<file path="src/rtl/fsbf_pkg.sv">
// Shared types, constants and codes of the fair-share batch FIFO.
`timescale 1ns / 1ps
package fsbf_pkg;

  localparam int unsigned QUEUE_DEPTH = 1024;
  localparam int unsigned MAX_TAKE    = 64;
  localparam int unsigned HANDLE_BITS = 16;

  localparam int unsigned PTR_W  = $clog2(QUEUE_DEPTH);
  localparam int unsigned CNT_W  = $clog2(QUEUE_DEPTH + 1);
  localparam int unsigned TAKE_W = $clog2(MAX_TAKE + 1);
  localparam int unsigned CMP_W  = (CNT_W > TAKE_W) ? CNT_W : TAKE_W;
  localparam int unsigned DIVC_W = $clog2(CNT_W + 1);

  localparam int unsigned LIMIT_W = 7;
  localparam int unsigned CONS_W  = 8;
  localparam int unsigned OCC_W   = 11;

  typedef enum logic [1:0] {
    STAT_POPPED   = 2'd0,
    STAT_APPENDED = 2'd1,
    STAT_DROPPED  = 2'd2,
    STAT_NONE     = 2'd3
  } status_e;

  typedef enum logic {
    ACT_PUSH = 1'b0,
    ACT_POP  = 1'b1
  } action_e;

  typedef struct packed {
    action_e                action;
    logic [HANDLE_BITS-1:0] handle;
    logic                   batch_end;
    logic [LIMIT_W-1:0]     take_limit;
    logic [CONS_W-1:0]      consumers;
  } req_t;

  typedef struct packed {
    logic [HANDLE_BITS-1:0] out_handle;
    status_e                status;
    logic                   last;
    logic [OCC_W-1:0]       occupancy;
  } rsp_t;

endpackage

</file>
<file path="src/rtl/fsbf_div.sv">
// Restoring divider that forms one quotient bit of the queue count per cycle.
`timescale 1ns / 1ps
module fsbf_div (
  input  logic                       clk_i,
  input  logic                       rst_ni,
  input  logic                       start_i,
  input  logic [fsbf_pkg::CNT_W-1:0]  dividend_i,
  input  logic [fsbf_pkg::CONS_W-1:0] divisor_i,
  output logic                       done_o,
  output logic [fsbf_pkg::CNT_W-1:0]  quotient_o
);

  import fsbf_pkg::*;

  logic [CNT_W-1:0]  dvd_q, dvd_d;
  logic [CONS_W-1:0] rem_q, rem_d;
  logic [CONS_W-1:0] dsr_q, dsr_d;
  logic [DIVC_W-1:0] cnt_q, cnt_d;
  logic              run_q, run_d;
  logic [CONS_W:0]   shifted;
  logic [CONS_W-1:0] diff;

  always_comb begin
    shifted = {rem_q, dvd_q[CNT_W-1]};
    diff    = shifted[CONS_W-1:0] - dsr_q;
    dvd_d   = dvd_q;
    rem_d   = rem_q;
    dsr_d   = dsr_q;
    cnt_d   = cnt_q;
    run_d   = run_q;
    if (start_i) begin
      dvd_d = dividend_i;
      rem_d = '0;
      dsr_d = divisor_i;
      cnt_d = DIVC_W'(CNT_W);
      run_d = 1'b1;
    end else if (run_q) begin
      if (cnt_q == '0) begin
        run_d = 1'b0;
      end else begin
        cnt_d = cnt_q - 1'b1;
        if (shifted >= {1'b0, dsr_q}) begin
          rem_d = diff;
          dvd_d = {dvd_q[CNT_W-2:0], 1'b1};
        end else begin
          rem_d = shifted[CONS_W-1:0];
          dvd_d = {dvd_q[CNT_W-2:0], 1'b0};
        end
      end
    end
  end

  always_ff @(posedge clk_i or negedge rst_ni) begin
    if (!rst_ni) begin
      cnt_q <= '0;
      run_q <= 1'b0;
    end else begin
      cnt_q <= cnt_d;
      run_q <= run_d;
    end
  end

  always_ff @(posedge clk_i) begin
    dvd_q <= dvd_d;
    rem_q <= rem_d;
    dsr_q <= dsr_d;
  end

  assign done_o     = run_q && (cnt_q == '0);
  assign quotient_o = dvd_q;

endmodule

</file>
<file path="config.mk">
export PLATFORM = sky130hd
export DESIGN_NAME = fsbf_div
export DESIGN_NICKNAME = d
export VERILOG_FILES = /design/src/rtl/fsbf_pkg.sv /design/src/rtl/fsbf_div.sv
export SDC_FILE = /design/constraint.sdc
export NUM_CORES = 1
export LEC_CHECK = 0
export ABC_CLOCK_PERIOD_IN_PS = 2750
export BUFFER_PORTS_ARGS = -buffer_cell sky130_fd_sc_hd__buf_4
export CAP_MARGIN = 20
export CELL_PAD_IN_SITES_DETAIL_PLACEMENT = 0
export CELL_PAD_IN_SITES_GLOBAL_PLACEMENT = 1
export CORE_MARGIN = 4
export CORE_UTILIZATION = 35
export DETAILED_ROUTE_END_ITERATION = 10
export GPL_TIMING_DRIVEN = 0
export PLACE_DENSITY = 0.67
export SLEW_MARGIN = 20
export SYNTH_ARGS = -nofsm -noshare
export SYNTH_HDL_FRONTEND = slang
export SYNTH_SLANG_ARGS = --single-unit
</file>
<file path="constraint.sdc">
create_clock -name clk_i -period 2.75 [get_ports clk_i]
set_clock_uncertainty 0.15 [all_clocks]
set_input_delay 0.4125 -clock clk_i [delete_from_list [all_inputs] [get_ports clk_i]]
set_output_delay 0.4125 -clock clk_i [all_outputs]
set_load 0.02 [all_outputs]
</file>
Yosys cells after proc, flatten, opt, wreduce, memory -nomap -nowiden. Index checks and enable logic that the tools add are counted.

Bits in registers: 32. Bits of input ports: 22. Word-level logic and storage cells: 26. Output and inout bits: 12.

Eq/ne operators: 1. Multiplexer cells: 11. Add/subtract/negate cells: 2. Bitwise gates (word level): 1. Order comparisons: 1. Reductions and logical operators: 5.

Operators with widths (number): $mux 11 (3); $mux 4 (3); $ge 9x8->1 (1); $mux 8 (1); $sub 8x8->8 (1); $logic_not 4->1 (1); $mux 1 (4); $reduce_and 2->1 (2); $sub 4x1->4 const B (1); $ne 2x2->1 const B (1); $reduce_bool 2->1 (1); $logic_and 1x1->1 (1); $not 1->1 (1).

Logic depth before layout (Yosys ltp). Gate-level depths: netlist of the first run.

Word-level depth: 5. Mapped depth: 9. Mapped depth without buffers: 9.

Least setup slack after synthesis of the first run. Ideal clock, no wire load.

Path type: flip-flop to flip-flop. From: register dvd_q[10] (netlist: quotient_o[10]). To: register rem_q[6]. Data required time: 2.478 ns. Cell stages (with the launch flop): 10. Path slack: 0.470 ns. Period minus slack after synthesis: 2.280 ns. Setup time: 0.122 ns. Arrival time: 2.008 ns. Buffers on the path: 0. Cells stage by stage: edfxtp_1 -> inv_1 -> ha_1 -> fa_1 -> nor2b_1 -> o31a_2 -> o21a_1 -> o21ai_0 -> nor4b_2 -> a221o_1.

Cells in the longest elaborated chain, start to end: 2. Elaborated cells between the ends (all ways): 3. Those cells by class: add/sub (1); order compare (1); mux (1).

RTL lines: start, declared (line fsbf_div.sv:15) `logic [CNT_W-1:0] dvd_q, dvd_d;`; start signal, assigned (line fsbf_div.sv:64) `dvd_q <= dvd_d;`; $sub 8x8->8 / $ge 9x8->1 (equally long branches) (line fsbf_div.sv:25, fsbf_div.sv:42); $mux 8 (*) (line fsbf_div.sv:42) `if (shifted >= {1'b0, dsr_q}) begin`; end signal, assigned (line fsbf_div.sv:65) `rem_q <= rem_d;`; end, declared (line fsbf_div.sv:16) `logic [CONS_W-1:0] rem_q, rem_d;`.

Mark *: on every way between the ends. The rest lies on a longest branch, timed or not. A chain may end at the register's enable or synchronous reset.

Worst setup path in the final report of the first run.
From: register dsr_q[1]. To: register rem_q[0].

Cells in the longest elaborated chain, start to end: 2.

RTL lines: start, declared (line fsbf_div.sv:17) `logic [CONS_W-1:0] dsr_q, dsr_d;`; start signal, assigned (line fsbf_div.sv:66) `dsr_q <= dsr_d;`; $ge 9x8->1 (line fsbf_div.sv:42); $mux 8 (line fsbf_div.sv:42).

Every way passes these cells.

==> out/qor.yml, run 1 <==
status: "completed"
hold_depth: 1
grt_pass1_vias: 1234
yosys_warnings: 0
clkSinkCount: 32
synthesis.nets: 178
grt_use_met1: 0.160
crit_fanout: 10
synth_top_area_cell: "edfxtp_1"
antenna_cells: 0
ir_drop_mv: 0.268
gp_congestion: 0.771
rsz0062_at_grt: "no"
die-area_um2: 6080
setup_viol: 0
grt_max_degree: 13
worstSetupStartpointType: "flop"
finalCritPeriodShare: 0.868
wirelength_mm: 3.61
wl_per_cell_um: 14.2
grt_antenna_before_repair: 0
maxCapViolCount: 0
first_pass_iters: 4
drive_gt1_frac: 0.335
drtIter0Drc: 71
synth_cells: 146
cts_resized: 0
cp.arrival_ns: 2.44
fin_ws_ns: 0.364
synth_seq_area_share: 0.500
synth.most_common_cell: "edfxtp_1"
yosys-top-cells-count: "edfxtp_1 (19), inv_1 (14), mux2_2 (11)"
cts_buffers: 5
whs_ns: 0.152
synth_area_um2: 1710
io_pins: 34
powerDensity_nw_per_um2: 658
cts_tree: "done"
area_delta_synth_final_pct: 26.4
gr-usage-met2: 0.206
required_ns: 2.81
regArea_um2: 856
hold_viol_final: 0
post-cts-setup-buffers: 0
die_y_um: 78.0
grt_use_total: 0.128
grt-busiest-layer: "met2"
grt-ovfl-total: 0
port-buffer-count: 33
cp-end-kind: "flop"
fill_cells: 435
hold_class: "in2reg"
dp_hpwl_mm: 2.71
ys_ff_latch: 32
setup_tns_ns: 0
fmax_ghz: 0.419
clock_latency_ns: 0.29
grtUsageMet3: 0.0394
critical_path_class: "reg2reg"
synthTopCellsByArea: "edfxtp_1 (33%), dfxtp_1 (9.3%), dfrtp_1 (7.3%), mux2_2 (7.2%), ha_1 (6.6%)"
synth_cell_types: 44
clock-root-buffer: "clkbuf_8"
row_count: 25
period_needed_ns: 2.39
synth_ff_type: "edfxtp_1"
ff2ff_path_depth: 9
path_clk_slew_ns: 0.07
hold_buffers: 1
synth_edf_count: 19
drc: 0
routed_via_density: 4.87
relSlewSlack: 0.644
start_util: 0.363
synth.top_cell.area_share: 0.333
htreeDepth: 2
ant_nets: 0
via_count: 1242
regToRegSetupSlack_ns: 0.36
place_ws_ns: 0.348
core_area_um2: 4720
die_x_um: 78.0
cts_buffer_depth: 2
final_nets: 219
multiInputGateArea_um2: 777
syn-mean-instance-area_um2: 11.7
tightest_slew_ns: 0.535
drv_slew: 0
p_leak_nw: 0.950
grt_pass1_wl_mm: 6.06
async_reset_ff_frac: 0.156
[where the power goes]
part	switching, W	internal, W	total (W)	leakage [nW]
combinational	0.000184	0.000187	0.000372	0.582
clock	0.000185	0.000268	0.000453	0.0541
sequential	0.0000324	0.000568	0.000600	0.314
[per-stage QoR]
step / util / instances / instance area, µm² / power (W)
after floorplan: - / 146 / 1710 / 0.000869
final: 0.459 / 255 / 2170 / 0.00143
after CTS: 0.459 / 255 / 2170 / 0.00144
after global placement: 0.433 / 246 / 2040 / 0.000972
after global routing: 0.459 / 255 / 2170 / 0.00151
after detailed placement: 0.433 / 246 / 2040 / 0.000983
[sequential cells by signal (all words and copies together) (netlist names)]
signal      flops
cnt_q           4
dsr_q           8
quotient_o     11
rem_q           8
run_q           1
[metal layers]
layer	vias to the layer above	routed length, µm
li1	613	-
met1	600	1600
met2	23	1810
met3	6	137
met4	0	57
met5	-	0
[cells by family (layout without fill, tap and decap cells)]
logic type               Yosys count  in the layout  share of synthesized area
XOR/XNOR                           5              5                     0.0256
flip-flops                        32             32                      0.500
adder cells (fa/ha/maj)           10             10                     0.0774
buffers and inverters             19             61                     0.0467
multiplexers                      14             14                     0.0928
AO/OA/AOI/OAI                     28             28                      0.133
AND/OR/NAND/NOR                   38             38                      0.125
[layout by cell type, fill, tap and decap left out, types with 4 or more instances in the layout]
cell type and instances:
nor3_1 4, inv_1 14, buf_4 33, clkbuf_8 5, nor2_1 10, dfxtp_1 8
ha_1 9, nand2b_1 5, xnor2_1 4, mux2_2 11, o21a_1 5, dfrtp_1 5
o21ai_0 6, nand2_1 5, edfxtp_1 19
[area by class of cell]
cell class	count	area share
plain buffers	5	0.0127
clock buffers	5	0.0318
clock inverters	3	0.0196
inverters	14	0.0243
multi-input cells	95	0.359
flip-flops and latches	32	0.395
well taps	67	0.0387
repair buffers	34	0.119
[worst max-delay path, cell delays in order, from the launching register on]
cell and delay, ns:
edfxtp_1 0.42, inv_1 0.08, ha_1 0.25, nor2b_4 0.14, o31a_2 0.32, o22ai_2 0.19
a21o_1 0.20, buf_6 0.17, mux2_4 0.31, o22ai_2 0.08
[path summary, 6_finish.rpt]
path | startpoint | end
worst max-delay path | dsr_q[1] | rem_q[0]
worst min-delay path | divisor_i[6] | dsr_q[6]
worst max register to register | dsr_q[1] | rem_q[0]
worst min register to register | rem_q[1] | rem_q[1]
max in group asynchronous | rst_ni | run_q
min in group asynchronous | rst_ni | cnt_q[3]
(Power assumes the default switching activity.)
==> inputs of run 2 (changes only) <==
Settings changed: CTS_BUF_LIST from default to sky130_fd_sc_hd__clkbuf_16, GPL_TIMING_DRIVEN 0 to default.
==> run 2 against run 1 <==
  * Utilization up 0.93 points
  * Worst hold slack gained 0.0073 ns
  * Global-route usage is 0.59 points lower
  * Combinational power hardly changed
  * Via count down 3.3%
  * Cell count decreased by 1.2%
  * Critical path type unchanged
  * Largest power group is now the clock network
==> out/qor.yml, run 2 (synthesized netlist as in run 1, its figures left out) <==
powerDensity_nw_per_um2: 721  # +9.6%
post-cts-setup-buffers: 0  # unchanged
ant_nets: 0  # unchanged
final_nets: 216  # -1.4%
clkSinkCount: 32  # unchanged
rsz0062_at_grt: "no"
wl_per_cell_um: 13.6  # -4.1%
grt-ovfl-total: 0  # unchanged
grt_use_total: 0.122  # -0.00594
routed_via_density: 4.77  # -2.1%
cts_buffers: 5  # unchanged
io_pins: 34  # unchanged
cts_resized: 0  # unchanged
largest_reg_flops: 11  # unchanged
fin_area_um2: 2210  # +2.0%
relSlewSlack: 0.672  # +0.0280
drtIter0Drc: 14  # -80%
setup_tns_ns: 0  # unchanged
dr_wl_met3_um: 155  # +13%
finalCritPeriodShare: 0.857  # -0.0103
status: "completed"
gp_congestion: 0.789  # +2.3%
grt_pass1_vias: 1192  # -3.4%
top_layer: "met4"
core_area_um2: 4720  # unchanged
ir_drop_mv: 0.296  # +11%
wl_met1_mm: 1.47  # -8.4%
crit_fanout: 5  # -5
cts_buffer_depth: 2  # unchanged
hold_viol_final: 0  # unchanged
grt_max_degree: 35  # +22
cp.arrival_ns: 2.37  # -0.07 ns
worstSetupStartpointType: "flop"
wirelength_mm: 3.42  # -5.2%
drive_gt1_frac: 0.341  # +0.00543
route.met2.wl_mm: 1.75  # -3.7%
tightest_slew_ns: 0.492  # -0.0426 ns
via_count: 1201  # -3.3%
drv_slew: 0  # unchanged
grt_antenna_before_repair: 0  # unchanged
clock_latency_ns: 0.28  # about the same
hold_buffers: 1  # unchanged
first_pass_iters: 4  # unchanged
hold_class: "in2reg"
antenna_cells: 0  # unchanged
cp-end-kind: "flop"
critical_path_class: "reg2reg"
start_util: 0.363  # unchanged
fmax_ghz: 0.424  # +1.2%
dp_hpwl_mm: 2.55  # -6.0%
port-buffer-count: 33  # unchanged
p_leak_nw: 0.972  # +2.3%
row_count: 25  # unchanged
required_ns: 2.76  # -0.05 ns
htreeDepth: 2  # unchanged
clock-root-buffer: "clkbuf_16"
die_y_um: 78.0  # unchanged
layout_common_cells: "buf_4 (35), edfxtp_1 (19), inv_1 (14)"
setup_viol: 0  # unchanged
period_needed_ns: 2.36  # -0.0285 ns
maxCapViolCount: 0  # unchanged
drc: 0  # unchanged
die-area_um2: 6080  # unchanged
grt_pass1_wl_mm: 5.71  # -5.7%
path_clk_slew_ns: 0.05  # -0.02 ns
whs_ns: 0.159  # +0.00727 ns
die_x_um: 78.0  # unchanged
area_delta_synth_final_pct: 29.0
fill_cells: 446  # +2.5%
dpl_cell_area_um2: 2030  # -0.61%
cts_tree: "done"
layout_commonest_cell: "buf_4"
[run 2: cell count changes in the layout (fill, tap and decap cells not counted), sizes merged]
cell	change
clkbuf	-3
[run 2: area by class of cell]
type	instances	area, µm²	area share
Timing Repair Buffer	36	273	0.123
Clock inverter	3	42.5	0.0193
Clock buffer	5	125	0.0566
Inverter	14	52.6	0.0238
Tap cell	67	83.8	0.0379
Multi-Input combinational cell	95	777	0.352
Sequential cell	32	856	0.387
[run 2: worst max-delay path, cell delays in order, from the launching register on]
cell and delay [ns]:
edfxtp_1 0.41, inv_1 0.08, ha_1 0.24, nor2b_4 0.14, o31a_2 0.31, o22ai_2 0.16
a21o_1 0.25, buf_4 0.18, nor4b_2 0.04, a221o_1 0.26
[run 2: power breakdown]
| group | switching (W) | internal, W | total [W] |
|---|---|---|---|
| sequential | 0.0000321 | 0.000569 | 0.000601 |
| combinational | 0.000181 | 0.000189 | 0.000369 |
| clock | 0.000198 | 0.000425 | 0.000623 |
[run 2: layer usage]
layer	up-vias	track usage
li1	611	-
met3	6	0.0394
met1	561	0.142
met4	0	0.0629
met2	23	0.199
met5	-	0
[run 2: metrics by stage]
step | power (W) | setup WS (ns) | utilization | std cells
2_1_floorplan | 0.000869 | 0.470 | - | 146
3_3_place_gp | 0.000976 | 0.465 | 0.430 | 243
3_5_place_dp | 0.000979 | 0.411 | 0.430 | 243
4_1_cts | 0.00162 | 0.383 | 0.468 | 252
5_1_grt | 0.00168 | 0.252 | 0.468 | 252
6_report | 0.00159 | 0.392 | 0.468 | 252
[run 2: path summary, 6_finish.rpt]
| check | start | to | depth (start not counted) | slack [ns] |
|---|---|---|---|---|
| max | dsr_q[1] | rem_q[6] | 9 | 0.39 |
| min | divisor_i[2] | dsr_q[2] | 1 | 0.16 |
| max reg2reg | dsr_q[1] | rem_q[6] | 9 | 0.39 |
| min reg2reg | rem_q[3] | rem_q[4] | 2 | 0.36 |
| max in group asynchronous | rst_ni | cnt_q[1] | 2 | 2.01 |
| min in group asynchronous | rst_ni | cnt_q[2] | 2 | 0.33 |
